`config.mk`:
```
export PLATFORM = sky130hd
export DESIGN_NAME = gtht_front
export DESIGN_NICKNAME = d
export VERILOG_FILES = /design/src/rtl/core/gtht_pkg.sv /design/src/rtl/core/gtht_front.sv
export SDC_FILE = /design/constraint.sdc
export NUM_CORES = 1
export LEC_CHECK = 0
export BUFFER_PORTS_ARGS = -buffer_cell sky130_fd_sc_hd__buf_2
export CORE_ASPECT_RATIO = 0.6
export CORE_MARGIN = 2
export CORE_UTILIZATION = 24
export DETAILED_ROUTE_END_ITERATION = 7
export PLACE_DENSITY = 0.88
export REMOVE_ABC_BUFFERS = 1
export SETUP_SLACK_MARGIN = 0.1
export SLEW_MARGIN = 20
export SYNTH_ARGS = -nofsm -noshare
export SYNTH_HDL_FRONTEND = slang
export SYNTH_SLANG_ARGS = --single-unit
```
`constraint.sdc`:
```
create_clock -name vclk -period 0.8
set_input_delay 0.04 -clock vclk [all_inputs]
set_output_delay 0.04 -clock vclk [all_outputs]
set_load 0.03 [all_outputs]
```
`src/rtl/core/gtht_pkg.sv`:
```
// Shared types, constants and a helper function for the generation tagged handle table.
// No dependencies.
`timescale 1ns / 1ps
package gtht_pkg;

  localparam int SLOT_BITS  = 12;
  localparam int KIND_BITS  = 4;
  localparam int GEN_BITS   = 16;
  localparam int OBJ_BITS   = 48;
  localparam int TOK_BITS   = 32;
  localparam int CNT_BITS   = SLOT_BITS + 1;
  localparam int MAX_SLOTS  = 1 << SLOT_BITS;
  localparam int KIND_COUNT = 8;
  localparam int CHUNK_DEF  = 1024;

  localparam logic [1:0] OP_MINT_OWNED    = 2'd0;
  localparam logic [1:0] OP_MINT_BORROWED = 2'd1;
  localparam logic [1:0] OP_PEEK          = 2'd2;
  localparam logic [1:0] OP_CLOSE         = 2'd3;

  // One classified command word as it travels from the front to the back.
  typedef struct packed {
    logic [1:0]          op;
    logic [3:0]          kind;
    logic [OBJ_BITS-1:0] obj;
    logic [TOK_BITS-1:0] token;
    logic                bad;
  } cmd_t;

  // One slot of the table.
  typedef struct packed {
    logic [OBJ_BITS-1:0]  obj;
    logic [GEN_BITS-1:0]  gen;
    logic [KIND_BITS-1:0] kind;
    logic                 pv;
    logic [SLOT_BITS-1:0] pidx;
    logic [GEN_BITS-1:0]  pgen;
  } ent_t;

  // Generation after a mint: step once, and once more if that lands on an even value.
  function automatic logic [GEN_BITS-1:0] next_odd_gen(input logic [GEN_BITS-1:0] g);
    logic [GEN_BITS-1:0] g1;
    g1 = g + GEN_BITS'(1);
    if (!g1[0]) g1 = g1 + GEN_BITS'(1);
    return g1;
  endfunction

endpackage

```
`src/rtl/core/gtht_front.sv`:
```
// Front end: classifies an incoming command and flags the failures that the inputs alone decide.
// Depends on gtht_pkg.
`timescale 1ns / 1ps
module gtht_front (
  input  logic [1:0]                   operation,
  input  logic [3:0]                   kind,
  input  logic [gtht_pkg::OBJ_BITS-1:0] object_ref,
  input  logic [gtht_pkg::TOK_BITS-1:0] token,
  output gtht_pkg::cmd_t               cmd
);

  logic mint_bad;
  logic tok_zero;
  logic kind_diff;

  assign mint_bad  = (object_ref == '0) || (kind == 4'd0) ||
                     (32'(kind) >= gtht_pkg::KIND_COUNT);
  assign tok_zero  = (token == '0);
  assign kind_diff = (token[gtht_pkg::SLOT_BITS +: gtht_pkg::KIND_BITS] != kind);

  always_comb begin
    cmd.op    = operation;
    cmd.kind  = kind;
    cmd.obj   = object_ref;
    cmd.token = token;
    unique case (operation)
      gtht_pkg::OP_MINT_OWNED:    cmd.bad = mint_bad;
      gtht_pkg::OP_MINT_BORROWED: cmd.bad = mint_bad || tok_zero;
      default:                    cmd.bad = tok_zero || kind_diff;
    endcase
  end

endmodule

```
Word level (Yosys, flattened, before mapping)
Cells that the tools add are included.
{"block": "word_totals", "ff_bits": 0, "output_inout_bits": 87}
{"block": "classes", "n_lt_le_gt_ge": 1, "eq_ne": 2, "muxes": 1, "n_reduce_logical": 8}
{"op": "48-bit zero test", "count": 1}
{"op": "32-bit zero test", "count": 1}
{"op": "4-bit greater-or-equal comparator (second input constant)", "count": 1}
{"op": "4-bit zero test", "count": 1}
{"op": "1-bit logical OR", "count": 4}
{"op": "4-bit != test", "count": 1}
{"op": "2-bit by 1-bit equality test with 1-bit output (second input constant)", "count": 1}
{"op": "2-bit zero test", "count": 1}
{"op": "1-bit case mux with 2 select lines", "count": 1}

Longest topological paths before layout
Gate-level depths: netlist of run 1.
{"block": "depth", "ltp_word": 5, "depth_mapped": 4}

Worst setup path after synthesis of run 1
Ideal clock, no wire load.
{"block": "synth_timing", "path_type": "in2out", "start": "input port kind[2]", "end": "output port cmd[0] (netlist name)", "arrival_time_ns": 0.963, "slack_ns": -0.203, "stages": 4, "path_buffers": 0, "path_cell_list": "xor2_1 nor4_2 a21oi_1 or3_1"}
{"item": "start: declaration", "line": "gtht_front.sv:6", "rtl": "input logic [3:0] kind,"}
{"item": "end: declaration", "line": "gtht_front.sv:9", "rtl": "output gtht_pkg::cmd_t cmd"}

==> results of run 1 <==
-- stage by stage --
stage	util, %	power [mW]	setup TNS, ps	cells
global route	37.7	1.18	-593	273
global placement	35.3	1.07	-739	273
finish	37.7	1.12	-525	273
CTS	37.5	1.12	-519	273
detailed placement	35.3	1.08	-696	273
floorplan	-	0.0540	-203	39
-- synthesized netlist by cell type (all sizes together) --
library cell	instances
xor2	4
nor2	1
o21ai	1
nor3	4
buf	86
nand4	3
a21oi	1
nand3	2
or3	1
nand2	1
nor4	21
-- kinds of logic (layout without fill, tap and decap cells) --
kind of cell    count (synthesis)  after routing
buf+inv                        86            187
xor+xnor                        4              4
compound gates                  2              2
simple gates                   33             33
-- what timing repair did --
action	in CTS	in global routing
pin swaps	6	0
endpoints found under the setup margin	1	1
setup buffers	0	0
gates resized for setup	14	1
-- area by class of cell --
| type | instances | area, µm² | share of cell area, % |
|---|---|---|---|
| timing repair buffer | 187 | 1010 | 73.9 |
| multi-input combinational | 39 | 297 | 21.7 |
| tap | 47 | 58.8 | 4.31 |
-- power breakdown --
part           internal [mW]  switching [mW]
clock network              0               0
registers                  0               0
logic                  0.397           0.725
-- placed cells by master, fill, tap and decap left out, drive strengths merged --
| cell | n |
|---|---|
| nand3 | 2 |
| nand4 | 3 |
| nor2 | 1 |
| buf | 187 |
| xor2 | 4 |
| nand2 | 1 |
| nor4 | 21 |
| o21ai | 1 |
| a21oi | 1 |
| or3 | 1 |
| nor3 | 4 |
-- metal layers --
layer	vias to the layer above	global-route usage [%]	wire length, µm	part of all wire [%]
li1	551	-	-	-
met1	500	19.7	1340	42
met2	40	23.8	1750	54
met3	0	0	128	4.0
met4	0	0.546	0	0
met5	-	0	0	0
-- critical path: stages --
cell	delay (ps)
buf_2	110
nor4_2	260
nand4_1	180
nor4_2	300
buf_4	160
or3_4	110
buf_6	120
-- path summary, 6_finish.rpt --
kind	start	endpoint	slack (ps)	depth (start not counted)
setup / recovery	object_ref[46]	cmd[0]	-530	7
hold / removal	object_ref[43]	cmd[76]	330	2
==> flow_summary_export.csv, run 1 <==
group,metric,value,unit
outcome,status,"finished with violations",
outcome,violations,"negative setup slack",
global_routing,antenna_found_initial,0,
yosys,synth_compound_area_share,1.12,%
floorplan,die_width,82.7,µm
critical_path,start_kind,"input pin",
cells_and_area,final_cell_area,0.00136,mm²
global_routing,track_usage,13.6,%
place,placed_cell_area,0.00127,mm²
floorplan,rows,17,
critical_path,path_max_fanout,2,
sta,slew_violations,0,
floorplan,start_util,24.6,%
critical_path,cp-end-kind,"primary output",
power,ir_drop,0.423,mV
sta,worst_slack,-525,ps
cells_and_area,ff_latch_area,0,µm²
cells_and_area,fill_cells,391,
sta,whs,334,ps
routing,routed-via-count,1091,
critical_path,crit_required,760,ps
global_routing,grt_pass1_vias,971,
global_routing,grt_overflow,0,
routing,dr.first_iter.drc_count,9,
cells_and_area,antennaDiodeCount,0,
sta,rsz0062_at_grt,"yes",
yosys,synth_cell_type_count,12,
sta,period_needed,1330,ps
floorplan,dieArea,0.00423,mm²
routing,drc,0,
routing,dr.pass1.iters,3,
floorplan,core_area,0.00362,mm²
cells_and_area,num-nets-final,314,
floorplan,chipHeight,51.2,µm
critical_path,crit_arrival,1290,ps
cells_and_area,areaGrowthSynthToFinish,53.1,%
cells_and_area,final_layout_size_suffix_gt1_share,86.3,%
critical_path,worst-setup-path-type,"in -> out",
yosys,synthAdderAreaFrac,0,%
yosys,synth_top_area_share,72.5,%
yosys,ys_seq_area_share,0,%
sta,hold_viol,0,
yosys,synth_top_family_by_area,"buffers and inverters",
routing,wl_per_cell,11.8,µm
yosys,syn_inst,125,
yosys,synth_warnings,0,
place,dp_slack,-696,ps
global_routing,grt_max_degree,5,
yosys,synthMuxAreaShare,0,%
yosys,yosysTopAreaCell,"buf_4",
sta,tightestPinTransition,380,ps
yosys,synthSimpleGateAreaFrac,22.5,%
yosys,synth_area_leaders,"buf_4 72%, nor4_1 14%, xor2_1 3.9%",
cts,hold_buffers,0,
routing,viasPerCell,4.00,
sta,fmax,755,MHz
routing,ant_nets,0,
power,power_density,822,mW/mm²
yosys,synthXorXnorAreaFrac,3.93,%
yosys,synth.avg_cell_area,7.13,µm²
place,numPortBuffers,173,
sta,finalSetupViolCount,1,
cells_and_area,seq_cells,0,
cells_and_area,nClkBuffers,0,
place,dp_hpwl,2890,µm
sta,period_share,166,%
routing,drt-total-wl,3210,µm
job,maxCapViolCount,0,
place,gp_congestion,0.836,
hold_path,hp-class,"in -> out",
global_routing,grt_pass1_wl,4560,µm
sta,relSlewSlack,74.4,%
power,leakage,0.803,nW
floorplan,io_pins,173,
yosys,syn_area,891,µm²
Power figures use the tool's default switching activity.
==> run 2: changes to the inputs <==
Settings changed: REMOVE_ABC_BUFFERS 1 to unset.
==> flow_summary_export.csv, run 2 (synthesized netlist as in run 1, its figures left out) <==
group,metric,value,unit
sta,relSlewSlack,80.2,%
floorplan,start_util,24.6,%
routing,drt-total-wl,3000,µm
sta,tightestPinTransition,294,ps
critical_path,path_buf_inv,2,
job,maxCapViolCount,0,
critical_path,crit_required,760,ps
power,leakage,0.815,nW
floorplan,chipHeight,51.2,µm
global_routing,track_usage,11.7,%
cells_and_area,fin_util,39.3,%
sta,hold_viol,0,
cts,hold_buffers,0,
floorplan,io_pins,173,
critical_path,crit_chain,"buf_6 > xor2_1 > nor4_2 > a21oi_1 > or3_4 > buf_6",
critical_path,crit_path_max_incr_delay,390,ps
sta,whs,335,ps
routing,viasPerCell,4.13,
floorplan,rows,17,
routing,dr.first_iter.drc_count,12,
routing,wl_per_cell,11.1,µm
floorplan,dieArea,0.00423,mm²
global_routing,grt_overflow,0,
cells_and_area,layout_common_cells,"166 x buf_2, 12 x buf_4, 10 x nor4_1",
floorplan,die_width,82.7,µm
cells_and_area,final_cell_area,0.00142,mm²
cells_and_area,mostFrequentLayoutCell,"buf_2",
place,numPortBuffers,173,
critical_path,path_max_fanout,2,
critical_path,slowest_stage,"or3_4",
power,ir_drop,0.355,mV
global_routing,grt_max_degree,5,
sta,fmax,803,MHz
critical_path,worst-setup-path-type,"in -> out",
sta,slew_violations,0,
routing,routed-via-count,1116,
outcome,violations,"negative setup slack",
place,dp_hpwl,2710,µm
cells_and_area,seq_cells,0,
routing,drc,0,
outcome,status,"finished with violations",
cells_and_area,ff_latch_area,0,µm²
cells_and_area,areaGrowthSynthToFinish,59.4,%
place,gp_congestion,0.763,
sta,tns,-446,ps
global_routing,grt_pass1_vias,918,
sta,period_share,156,%
global_routing,antenna_found_initial,0,
cells_and_area,num-nets-final,311,
critical_path,crit_arrival,1210,ps
floorplan,core_area,0.00362,mm²
sta,finalSetupViolCount,1,
critical_path,cp-end-kind,"primary output",
routing,ant_nets,0,
yosys,synth_nets,211,
sta,worst_slack,-446,ps
cells_and_area,nClkBuffers,0,
place,dp_slack,-703,ps
critical_path,start_kind,"input pin",
place,placed_cell_area,0.00125,mm²
cells_and_area,final_layout_size_suffix_gt1_share,88.8,%
place,dp_cells,269,
sta,rsz0062_at_grt,"yes",
critical_path,path_delay_family,"simple AND/OR/NAND/NOR gates",
sta,period_needed,1250,ps
critical_path,crit_top_cell,"buf_6",
power,power_density,800,mW/mm²
cells_and_area,antennaDiodeCount,0,
hold_path,hp-class,"in -> out",
routing,dr.pass1.iters,4,
global_routing,grt_pass1_wl,3950,µm
power,total_power,1.14,mW
cells_and_area,instances_no_fill,270,
[run 2: changes by cell type in the layout (fill, tap and decap cells not counted), sizes merged]
cell / before / now
buf: 187 / 184
[run 2: layout make-up]
type	count	area, µm²
fillers	405	2200
repair buffers	184	992
multi-input cells	39	369
well taps	47	58.8
[run 2: worst paths after layout]
path | start | to | depth (start not counted)
worst max-delay path | token[15] | cmd[0] | 6
worst min-delay path | object_ref[23] | cmd[56] | 2
[run 2: power breakdown]
part	switching [mW]	internal, mW
logic	0.733	0.404
registers	0	0
clock network	0	0
total	0.733	0.404
[run 2: what timing repair did]
item | in CTS | in global routing
setup endpoints to repair | 1 | 1
gates resized for setup | 20 | 8
pin swaps | 9 | 2
setup buffers | 1 | 0
hold endpoints to repair | 0 | 0
cloned | 0 | 0
[run 2: per-layer routing]
layer,vias up,track usage (%),share of wire [%]
li1,552,-,-
met1,490,14.1,37
met2,74,23.5,52
met3,0,0.883,11
met4,0,0,0
met5,-,0,0
