[src/rtl/core/gtht_pkg.sv]
// Shared types, constants and a helper function for the generation tagged handle table.
// No dependencies.
`timescale 1ns / 1ps
package gtht_pkg;

  localparam int SLOT_BITS  = 12;
  localparam int KIND_BITS  = 4;
  localparam int GEN_BITS   = 16;
  localparam int OBJ_BITS   = 48;
  localparam int TOK_BITS   = 32;
  localparam int CNT_BITS   = SLOT_BITS + 1;
  localparam int MAX_SLOTS  = 1 << SLOT_BITS;
  localparam int KIND_COUNT = 8;
  localparam int CHUNK_DEF  = 1024;

  localparam logic [1:0] OP_MINT_OWNED    = 2'd0;
  localparam logic [1:0] OP_MINT_BORROWED = 2'd1;
  localparam logic [1:0] OP_PEEK          = 2'd2;
  localparam logic [1:0] OP_CLOSE         = 2'd3;

  // One classified command word as it travels from the front to the back.
  typedef struct packed {
    logic [1:0]          op;
    logic [3:0]          kind;
    logic [OBJ_BITS-1:0] obj;
    logic [TOK_BITS-1:0] token;
    logic                bad;
  } cmd_t;

  // One slot of the table.
  typedef struct packed {
    logic [OBJ_BITS-1:0]  obj;
    logic [GEN_BITS-1:0]  gen;
    logic [KIND_BITS-1:0] kind;
    logic                 pv;
    logic [SLOT_BITS-1:0] pidx;
    logic [GEN_BITS-1:0]  pgen;
  } ent_t;

  // Generation after a mint: step once, and once more if that lands on an even value.
  function automatic logic [GEN_BITS-1:0] next_odd_gen(input logic [GEN_BITS-1:0] g);
    logic [GEN_BITS-1:0] g1;
    g1 = g + GEN_BITS'(1);
    if (!g1[0]) g1 = g1 + GEN_BITS'(1);
    return g1;
  endfunction

endpackage

[src/rtl/core/gtht_queue.sv]
// Two-entry command queue between the front end and the table engine.
// Depends on gtht_pkg.
`timescale 1ns / 1ps
module gtht_queue (
  input  logic           clk,
  input  logic           rst,
  input  logic           push,
  input  gtht_pkg::cmd_t push_cmd,
  input  logic           pop,
  output gtht_pkg::cmd_t head,
  output logic           full,
  output logic           empty
);

  gtht_pkg::cmd_t entries [2];
  logic       wp;
  logic       rp;
  logic [1:0] fill;

  assign full  = (fill == 2'd2);
  assign empty = (fill == 2'd0);
  assign head  = entries[rp];

  always_ff @(posedge clk) begin
    if (push) entries[wp] <= push_cmd;
  end

  always_ff @(posedge clk) begin
    if (rst) begin
      wp   <= 1'b0;
      rp   <= 1'b0;
      fill <= 2'd0;
    end else begin
      if (push) wp <= ~wp;
      if (pop) rp <= ~rp;
      fill <= fill + 2'(push) - 2'(pop);
    end
  end

endmodule

[config.mk]
export PLATFORM = sky130hd
export DESIGN_NAME = gtht_queue
export DESIGN_NICKNAME = d
export VERILOG_FILES = /design/src/rtl/core/gtht_pkg.sv /design/src/rtl/core/gtht_queue.sv
export SDC_FILE = /design/constraint.sdc
export NUM_CORES = 1
export LEC_CHECK = 0
export BUFFER_PORTS_ARGS = -buffer_cell sky130_fd_sc_hd__buf_4
export CAP_MARGIN = 30
export CELL_PAD_IN_SITES_DETAIL_PLACEMENT = 1
export CELL_PAD_IN_SITES_GLOBAL_PLACEMENT = 1
export CORE_MARGIN = 10
export CORE_UTILIZATION = 43
export CTS_CLUSTER_DIAMETER = 120
export DETAILED_ROUTE_END_ITERATION = 8
export PLACE_DENSITY_LB_ADDON = 0.1
export SYNTH_ARGS = -nofsm -noshare
export SYNTH_HDL_FRONTEND = slang
export SYNTH_SLANG_ARGS = --single-unit
[constraint.sdc]
create_clock -name clk -period 5.8 [get_ports clk]
set_input_delay 0.58 -clock clk [delete_from_list [all_inputs] [get_ports clk]]
set_output_delay 0.58 -clock clk [all_outputs]
set_load 0.005 [all_outputs]
Yosys cells after proc, flatten, opt, wreduce, memory -nomap -nowiden
Memory sizes are Yosys's and may differ from the RTL's. A register that Yosys moved wholly into a read port is not among the register bits. Cells that the tools add are included.

Bits in registers: 4. Memory bits (writable): 174. Input bits: 91. Word-level logic and storage cells: 14. Memories kept: 1.

$add $sub $neg: 2. Eq/ne operators: 1. Mux-type cells: 4. Bitwise gates (word level): 2. Reductions and logical operators: 1.

Memories: entries (words 2, bits a word 87, read ports 1, clocked after Yosys merged registers in 1, wr ports 1, line gtht_queue.sv:15) `gtht_pkg::cmd_t entries [2];`.

Operators with widths (number): 1-bit 2-to-1 mux (4); 2-bit by 1-bit adder with 2-bit output (1); 2-bit equality test, second input constant (1); 2-bit logical NOT (1); 1-bit NOT (2); 2-bit by 1-bit subtractor with 2-bit output (1).

Longest topological paths before layout
Gate-level depths: netlist of run 1.

Word-level depth: 3. Depth in mapped cells: 6.

Worst setup path after synthesis of run 1
Ideal clock, no wire load.

Kind: input-to-reg. From: input port push. To: memory entries[0][0] (netlist name), enable pin. Arrival time: 4.377 ns. Required time: 5.256 ns. Setup slack: 0.880 ns. Stages: 1. Cells stage by stage: nor2b_1.

Longest elaborated chain between the ends: 2.

Ends and longest elaborated chain: start: declaration (line gtht_queue.sv:7) `input logic push,`; 1-bit 2-to-1 mux (line gtht_queue.sv:25) `if (push) entries[wp] <= push_cmd;`; 1-bit 2-to-1 mux (not written as such) (line gtht_queue.sv:25); end: declaration (line gtht_queue.sv:15).

No other way between the ends.

==> results of run 1 <==
-- cell families (layout without fill, tap and decap cells) --
group / after synthesis / after routing / share of synthesized area
DFF: 179 / 179 / 0.805
muxes: 87 / 87 / 0.165
buffers and inverters: 12 / 217 / 0.0134
and+or+nand+nor: 9 / 9 / 0.00662
xor gates and xnor gates: 3 / 3 / 0.00605
adders and majority gates: 2 / 2 / 0.00378
-- registers in the layout, summed over array words and instances, names as in the netlist, named ones only --
| name | cells |
|---|---|
| wp | 1 |
| rp | 1 |
| entries | 174 |
| fill | 2 |
-- final cells by class --
class	instances	area [sq um]	area share
Multi-Input combinational cell	101	1210	0.138
Clock inverter	15	214	0.0243
Clock buffer	17	425	0.0484
Sequential cell	179	5330	0.606
Timing Repair Buffer	183	1370	0.156
Inverter	2	7.51	0.000853
Tap cell	188	235	0.0267
-- metrics by stage --
step | std cells | instance area (sq um) | utilization | setup WS (ns) | power (mW)
after CTS | 685 | 8800 | 0.581 | 2.69 | 3.17
after global routing | 685 | 8800 | 0.581 | 2.61 | 3.25
final | 685 | 8800 | 0.581 | 2.74 | 3.13
after global placement | 653 | 8160 | 0.539 | 3.16 | 1.92
after floorplan | 292 | 6620 | - | 0.880 | 1.73
after detailed placement | 653 | 8160 | 0.539 | 3.14 | 1.94
-- worst min-delay path by stage --
stage	startpoint	to	slack, ns	cells after the start
detailed placement	rp$_SDFFE_PP0P_	flop	0.50	2
finish	push_cmd[16]	entries[1][16]$_DFFE_PP_	0.34	1
global placement	rp$_SDFFE_PP0P_	rp$_SDFFE_PP0P_	0.50	2
CTS	push_cmd[22]	entries[0][22]$_DFFE_PP_	0.32	1
floorplan	rp$_SDFFE_PP0P_	flop	0.48	2
global route	push_cmd[43]	entries[1][43]$_DFFE_PP_	0.31	1
-- layer usage --
layer  vias to the layer above  share of wire  GRT usage
li1                       1535              -          -
met1                      1651           0.39      0.151
met2                       115           0.50      0.226
met3                        11           0.10     0.0728
met4                         0          0.011     0.0500
met5                         -              0          0
-- worst max-delay path, stage by stage (launching register included) --
cell     delay (ns)
dfxtp_4        0.70
buf_4          0.75
mux2_2         0.41
buf_4          0.14
-- power by group --
group          leakage (nW)  internal, mW  switching (mW)
Sequential             1.68          1.51          0.0327
Combinational          1.38         0.214           0.141
Clock                 0.299         0.760           0.470
Total                  3.36          2.48           0.644
-- cells in the final DEF, fill, tap and decap left out --
| master | count |
|---|---|
| inv_1 | 2 |
| xnor2_1 | 2 |
| dfxtp_1 | 4 |
| nor2b_1 | 2 |
| and2_4 | 1 |
| bufinv_16 | 5 |
| edfxtp_1 | 174 |
| nor2b_4 | 1 |
| xnor3_1 | 1 |
| dfxtp_4 | 1 |
| clkbuf_16 | 17 |
| buf_4 | 183 |
| clkinvlp_4 | 3 |
| nor2_1 | 5 |
| mux2_2 | 57 |
| mux2_4 | 30 |
| clkinv_1 | 4 |
| clkinv_4 | 3 |
| ha_1 | 2 |
==> impl_metrics.py, run 1 <==
metrics = {
    "layout": {
        "layout-drive-gt1-share": 0.606,
        "finalNetCount": 577,
        "n_antenna_cell": 0,
        "fillCellCount": 1370,
        "area_growth_pct": 33.0,
    },
    "clock_network": {
        "htreeDepth": 4,
        "cts_sinks": 179,
        "cts_tree": "yes",
        "cts-root-buf": "clkbuf_16",
        "post_cts_resized": 0,
        "insertion_delay_ns": 0.42,
        "ctsHoldBuffers": 0,
        "post-cts-setup-buffers": 0,
        "clock_path_buffers": 2,
        "clk_pin_slew_ns": 0.07,
        "cts_buffers": 17,
    },
    "floorplan": {
        "start_util": 0.437,
        "die_w_um": 144,
        "pin_count": 180,
        "die_area_sq_um": 20700,
        "core.rowCount": 45,
        "die_h_um": 144,
        "coreArea_sq_um": 15100,
    },
    "timing": {
        "final.period_utilization": 0.527,
        "fmax_ghz": 0.327,
        "tightest_slew_ns": 0.914,
        "rsz0062_at_grt": "false",
        "finalSetupTns_ns": 0,
        "slew-limit-headroom": 0.391,
        "whs_ns": 0.339,
        "finalMaxSlewViolations": 0,
        "finalHoldViolations": 0,
        "setup_violations": 0,
        "clock_skew_ns": 0.00545,
        "fin_crit_ns": 3.06,
    },
    "setup_path": {
        "reg2reg_to": "entries[0][41]$_DFFE_PP_",
        "crit_end": "head[33]",
        "r2r_slack_ns": 3.80,
        "r2r-start": "wp$_SDFFE_PP0P_",
        "path_class": "flop to primary output",
        "worstSetupStartpointType": "flop",
        "crit_required_ns": 5.22,
        "end_kind": "primary output",
        "critPathMaxFanout": 48,
        "cp.arrival_ns": 2.48,
        "ff2ff_path_depth": 2,
    },
    "drt": {
        "first_pass_iters": 4,
        "viasPerCell": 4.84,
        "detail_route.iter0.violations": 189,
        "drc": 0,
        "wl_um": 14400,
        "dr_total_vias": 3312,
        "antenna_left": 0,
        "wire_per_inst_um": 21.1,
    },
    "synth": {
        "synth_cells": 292,
        "syn_area_per_cell_sq_um": 22.7,
        "synth_warnings": 0,
        "synth_area_sq_um": 6620,
        "synth_top_area_share": 0.790,
        "syn_nets": 385,
        "ys_top_cells_by_count": "edfxtp_1 (174), mux2_2 (57), mux2_4 (30)",
        "ys_dominant_reg_cell": "edfxtp_1",
        "yosys-top-cells-area": "edfxtp_1 (79%), mux2_2 (9.7%), mux2_4 (6.8%), dfxtp_1 (1.5%), buf_6 (0.85%)",
        "synth.most_common_cell": "edfxtp_1",
        "synth-edff-count": 174,
        "yosysTopAreaCell": "edfxtp_1",
        "ys_async_sr_fraction": 0,
        "yosysSeqAreaShare": 0.805,
        "ys_seq_elements": 179,
        "synth_cell_types": 13,
    },
    "power_and_ir_drop": {
        "p_leak_nw": 3.36,
        "vdd_drop_max_mv": 0.220,
        "power_density_nw_per_um2": 356,
    },
    "grt": {
        "grt_pass1_vias": 3738,
        "gr-usage-all-layers": 0.138,
        "antenna_found_initial": 0,
        "overflow": 0,
        "grt_pass1_wl_um": 21100,
        "grt_max_degree": 68,
    },
    "run_status": {
        "status": "completed",
    },
    "worst_hold_path": {
        "hold_class": "primary input to flop",
    },
    "place": {
        "place.gp.congestion": 0.688,
        "port_buffers": 179,
        "dpl.hpwl_um": 10100,
    },
    "run": {
        "cap_violations": 0,
    },
}
Power figures use the tool's default switching activity.
==> inputs of run 2 (changes only) <==
- CORE_UTILIZATION: 43 -> 40
- clock period: 5.8 -> 2.65 ns (I/O delays scaled with it)
==> run 2 against run 1 <==
Flip-flop and latch count stayed put. Hold slack got worse by 0.31 ns. Sequential power rose by 120%. Cell count up 4.4%. First-iteration DRC count decreased by 3.2%. Critical path type unchanged. Largest power group unchanged. Highest routed layer unchanged.
==> impl_metrics.py, run 2 (synthesis gave the netlist of run 1 again) <==
metrics = {
    "grt": {
        "antenna_found_initial": 0,
        "grt_max_degree": 59,
        "overflow": 0,
        "grt_pass1_vias": 3714,
        "gr-usage-all-layers": 0.129,
        "grt_pass1_wl_um": 21300,
    },
    "layout": {
        "largest_reg_flops": 174,
        "fillCellCount": 1460,
        "layout.area.seq_sq_um": 5330,
        "reg_top3": "entries (174), fill (2)",
        "finalNetCount": 579,
        "layout-drive-gt1-share": 0.603,
        "fin_util": 0.548,
        "multi_input_area_sq_um": 1210,
        "n_antenna_cell": 0,
        "area_growth_pct": 33.1,
        "most-common-layout-cells": "buf_4 (181), edfxtp_1 (174), mux2_2 (57)",
        "stdcell_area_sq_um": 8810,
        "layout_commonest_cell": "buf_4",
        "top_register": "entries",
        "layout.cells.non_filler": 715,
    },
    "clock_network": {
        "insertion_delay_ns": 0.42,
        "ctsHoldBuffers": 0,
        "clock_path_buffers": 2,
        "post_cts_resized": 0,
        "cts_tree": "yes",
        "clk_pin_slew_ns": 0.06,
        "cts_sinks": 179,
        "cts-root-buf": "clkbuf_16",
        "cts_buffers": 17,
        "htreeDepth": 4,
        "post-cts-setup-buffers": 0,
    },
    "place": {
        "place.gp.congestion": 0.715,
        "place_inst": 683,
        "place_area_sq_um": 8260,
        "dpl.hpwl_um": 9910,
        "port_buffers": 179,
    },
    "worst_hold_path": {
        "hold_path_startpoint": "push_cmd[56]",
        "hold_class": "primary input to flop",
    },
    "timing": {
        "clock_skew_ns": 0.00430,
        "fin_crit_ns": 2.15,
        "whs_ns": 0.0270,
        "finalMaxSlewViolations": 0,
        "final.period_utilization": 0.812,
        "fmax_ghz": 0.465,
        "finalHoldViolations": 0,
        "rsz0062_at_grt": "false",
        "setup_violations": 0,
        "tightest_slew_ns": 0.476,
        "slew-limit-headroom": 0.683,
        "finalSetupTns_ns": 0,
    },
    "setup_path": {
        "path_class": "flop to primary output",
        "max_stage_delay_ns": 0.64,
        "r2r-start": "wp$_SDFFE_PP0P_",
        "critPathMaxFanout": 31,
        "worstSetupStartpointType": "flop",
        "cp.arrival_ns": 1.89,
        "path_cells": "buf_12 -> mux2_2 -> buf_4",
        "end_kind": "primary output",
        "crit_required_ns": 2.38,
        "slowest_stage": "dfxtp_4",
    },
    "floorplan": {
        "pin_count": 180,
        "die_area_sq_um": 22100,
        "coreArea_sq_um": 16100,
        "core.rowCount": 46,
        "die_h_um": 149,
        "start_util": 0.412,
        "die_w_um": 149,
    },
    "power_and_ir_drop": {
        "p_sw_mw": 1.36,
        "p_seq_frac": 0.517,
        "switching_share": 0.209,
        "combPwrFrac": 0.123,
        "clkPwrFrac": 0.360,
        "p_int_mw": 5.15,
        "power_density_nw_per_um2": 740,
        "p_leak_nw": 3.35,
        "vdd_drop_max_mv": 0.428,
    },
    "run_status": {
        "status": "completed",
    },
    "drt": {
        "viasPerCell": 4.65,
        "antenna_left": 0,
        "wl_um": 14300,
        "detail_route.iter0.violations": 183,
        "dr_total_vias": 3323,
        "wire_per_inst_um": 20.0,
        "drc": 0,
        "first_pass_iters": 4,
    },
    "run": {
        "cap_violations": 0,
    },
}
## run 2: changes by cell type in the layout (fill, tap and decap cells not counted)
cell and delta:
clkinv_2 +4, buf_12 +4, clkbuf_1 +2, clkinv_4 -3, bufinv_16 -3, buf_4 -2
## run 2: worst max-delay path, delay by kind of cell, from the launching register on
family                 cells  cell delay, ns
DFF                        1            0.64
muxes                      1            0.38
buffers and inverters      2            0.44
## run 2: path summary, 6_finish.rpt
kind	end	slack (ns)	cells after the start
max	head[4]	0.50	3
min	entries[0][56]$_DFFE_PP_	0.03	1
max reg2reg	entries[1][39]$_DFFE_PP_	1.30	2
min reg2reg	flop	0.54	2
## run 2: layer usage
metal  global-route usage  part of all wire  vias up
met2                0.204              0.49      115
li1                     -                 -     1537
met5                    0                 0        -
met4               0.0476             0.012        0
met3               0.0610             0.086       12
met1                0.149              0.41     1659
## run 2: power groups by stage
stage / clock (mW) / combinational, mW / sequential [mW]
after floorplan: 0 / 0.385 / 3.40
after global routing: 2.54 / 0.876 / 3.39
after CTS: 2.42 / 0.829 / 3.37
final: 2.34 / 0.804 / 3.37
after global placement: 0 / 0.811 / 3.42
after detailed placement: 0 / 0.825 / 3.43
## run 2: metrics by stage
| step | setup WS [ns] | total power, mW |
|---|---|---|
| floorplan | 0.593 | 3.78 |
| global route | 0.384 | 6.81 |
| detailed placement | 0.886 | 4.26 |
| global placement | 0.905 | 4.23 |
| CTS | 0.423 | 6.62 |
| finish | 0.498 | 6.51 |
## run 2: cell type report
| type | instances | area share |
|---|---|---|
| multi-input combinational | 101 | 0.138 |
| tap | 216 | 0.0307 |
| clock inverter | 13 | 0.0134 |
| timing repair buffer | 185 | 0.163 |
| clock buffer | 19 | 0.0492 |
| sequential | 179 | 0.605 |
| inverter | 2 | 0.000852 |
==> inputs of run 3 (changes only) <==
- ABC_AREA: unset -> 1
- CORE_UTILIZATION: 40 -> 43
- clock period: 2.65 -> 2.14 ns (I/O delays scaled with it)
==> run 3 against run 2 <==
Clock skew hardly changed. Utilization rose by 9.3 points. Routed wire length up 13%. Flip-flop and latch count unchanged. Critical path type unchanged. First-iteration DRC count grew 8.7%.
==> impl_metrics.py, run 3 <==
metrics = {
    "setup_path": {
        "crit_end": "head[45]",
        "r2r-start": "fill[0]$_SDFF_PP0_",
        "end_kind": "primary output",
        "crit_required_ns": 1.93,
        "reg2reg_to": "fill[1]$_SDFF_PP0_",
        "ff2ff_path_depth": 8,
        "cp.arrival_ns": 1.84,
        "worstSetupStartpointType": "flop",
        "critPathMaxFanout": 34,
        "r2r_slack_ns": 0.78,
        "path_class": "flop to primary output",
        "max_stage_delay_ns": 0.58,
        "path_cells": "buf_12 -> mux2_2 -> buf_4",
        "slowest_stage": "dfxtp_4",
    },
    "place": {
        "port_buffers": 179,
        "dpl.hpwl_um": 10200,
        "place.gp.congestion": 0.736,
        "post-place-ws_ns": 0.524,
    },
    "clock_network": {
        "htreeDepth": 4,
        "post-cts-setup-buffers": 0,
        "insertion_delay_ns": 0.42,
        "cts_buffers": 17,
        "post_cts_resized": 0,
        "ctsHoldBuffers": 88,
        "clock_path_buffers": 2,
        "cts_sinks": 179,
        "cts_tree": "yes",
        "clk_pin_slew_ns": 0.06,
        "cts-root-buf": "clkbuf_16",
    },
    "layout": {
        "reg_top3": "entries (174), fill (2)",
        "area_growth_pct": 46.7,
        "largest_reg_flops": 174,
        "layout_commonest_cell": "buf_4",
        "fillCellCount": 1288,
        "most-common-layout-cells": "buf_4 (180), edfxtp_1 (174), dlygate4sd3_1 (88)",
        "layout-drive-gt1-share": 0.508,
        "n_antenna_cell": 0,
        "finalNetCount": 677,
        "layout.area.seq_sq_um": 5330,
        "multi_input_area_sq_um": 1190,
        "top_register": "entries",
    },
    "power_and_ir_drop": {
        "p_int_mw": 6.54,
        "p_sw_mw": 1.77,
        "switching_share": 0.213,
        "vdd_drop_max_mv": 0.543,
        "combPwrFrac": 0.131,
        "p_leak_nw": 3.75,
        "power_density_nw_per_um2": 855,
        "clkPwrFrac": 0.372,
        "p_seq_frac": 0.497,
        "power_mw": 8.31,
    },
    "synth": {
        "yosysTopAreaCell": "edfxtp_1",
        "synth_cells": 302,
        "ys_top_cells_by_count": "edfxtp_1 (174), mux2_2 (57), mux2_4 (30), inv_1 (8), nor2_1 (8)",
        "synth_warnings": 0,
        "synth_cell_types": 14,
        "ys_dominant_reg_cell": "edfxtp_1",
        "ys_seq_elements": 179,
        "syn_area_per_cell_sq_um": 21.9,
        "synth_top_area_share": 0.789,
        "syn_nets": 395,
        "synth.most_common_cell": "edfxtp_1",
        "synth-edff-count": 174,
        "synth_area_sq_um": 6620,
        "yosys-top-cells-area": "edfxtp_1 (79%), mux2_2 (9.7%), mux2_4 (6.8%), dfxtp_1 (1.5%), buf_6 (0.85%)",
        "ys_async_sr_fraction": 0,
        "yosysSeqAreaShare": 0.804,
    },
    "timing": {
        "fin_crit_ns": 2.05,
        "finalMaxSlewViolations": 0,
        "final.period_utilization": 0.960,
        "finalHoldViolations": 0,
        "rsz0062_at_grt": "false",
        "slew-limit-headroom": 0.704,
        "tightest_slew_ns": 0.444,
        "setup_ws_ns": 0.0858,
        "finalSetupTns_ns": 0,
        "fmax_ghz": 0.487,
        "setup_violations": 0,
        "clock_skew_ns": 0.00445,
    },
    "grt": {
        "grt_pass1_wl_um": 24500,
        "antenna_found_initial": 0,
        "gr-usage-all-layers": 0.159,
        "overflow": 0,
        "grt_max_degree": 56,
        "grt_pass1_vias": 4326,
    },
    "floorplan": {
        "coreArea_sq_um": 15100,
        "start_util": 0.437,
        "core.rowCount": 45,
        "die_w_um": 144,
        "die_h_um": 144,
        "pin_count": 180,
        "die_area_sq_um": 20800,
    },
    "worst_hold_path": {
        "hold_path_startpoint": "pop",
        "hold_class": "primary input to flop",
    },
    "drt": {
        "dr_total_vias": 3753,
        "wire_per_inst_um": 20.7,
        "viasPerCell": 4.79,
        "detail_route.iter0.violations": 199,
        "wl_um": 16200,
        "antenna_left": 0,
        "drc": 0,
        "first_pass_iters": 6,
    },
    "run": {
        "cap_violations": 0,
    },
    "run_status": {
        "status": "completed",
    },
}
-- run 3: cell types whose count changed in the layout (fill, tap and decap cells not counted), moves of 2 or more --
| cell | before | now |
|---|---|---|
| dlygate4sd3_1 | 0 | 88 |
| inv_1 | 2 | 7 |
| nand2_1 | 0 | 4 |
| clkinv_2 | 4 | 1 |
| clkinv_4 | 0 | 3 |
| clkbuf_1 | 2 | 0 |
| nor2_1 | 5 | 7 |
| nor2b_1 | 2 | 0 |
-- run 3: power by group through the flow --
stage          Sequential, mW  Clock [mW]  Combinational [mW]
6_report                 4.13        3.09                1.09
5_1_grt                  4.15        3.30                1.18
4_1_cts                  4.13        3.16                1.10
3_5_place_dp             4.20           0               0.961
3_3_place_gp             4.19           0               0.943
2_1_floorplan            4.17           0               0.441
-- run 3: layout make-up --
cell class	instances	share of cell area
Inverter	8	0.00348
Clock buffer	17	0.0438
Timing Repair Buffer	273	0.240
Clock inverter	14	0.0169
Tap cell	188	0.0242
Sequential cell	179	0.549
Multi-Input combinational cell	105	0.123
-- run 3: how the worst min path moves through the flow --
| stage | end | cells past startpoint |
|---|---|---|
| after floorplan | fill[0]$_SDFF_PP0_ | 1 |
| after detailed placement | entries[0][82]$_DFFE_PP_ | 1 |
| after CTS | flop | 3 |
| after global placement | entries[0][14]$_DFFE_PP_ | 1 |
| after global routing | flop | 3 |
| final | flop | 3 |
-- run 3: worst max-delay path, delay by kind of cell, from the launching register on --
| family | cells | cell delay [ns] |
|---|---|---|
| muxes | 1 | 0.38 |
| DFF | 1 | 0.58 |
| buffers and inverters | 2 | 0.44 |
-- run 3: through the flow --
stage | std cells | util | hold slack (ns) | cell area, sq um
2_1_floorplan | 302 | - | 0.285 | 6630
3_3_place_gp | 665 | 0.544 | 0.399 | 8240
3_5_place_dp | 665 | 0.544 | 0.402 | 8240
4_1_cts | 784 | 0.641 | 0.0599 | 9710
5_1_grt | 784 | 0.641 | 0.0875 | 9710
6_report | 784 | 0.641 | 0.0748 | 9710
-- run 3: cells by family (layout without fill, tap and decap cells) --
kind of cell    after synthesis  after routing  synth area share
buf+inv                      18            312            0.0168
mux                          87             87             0.165
xor+xnor                      1              1           0.00132
flops                       179            179             0.804
simple gates                 14             14           0.00831
compound gates                1              1          0.000755
fa+ha+maj                     2              2           0.00378
-- run 3: per-layer routing --
metal / wire, um / track usage
met1: 6080 / 0.170
met2: 8720 / 0.281
met3: 1230 / 0.0603
met4: 184 / 0.0527
met5: 0 / 0
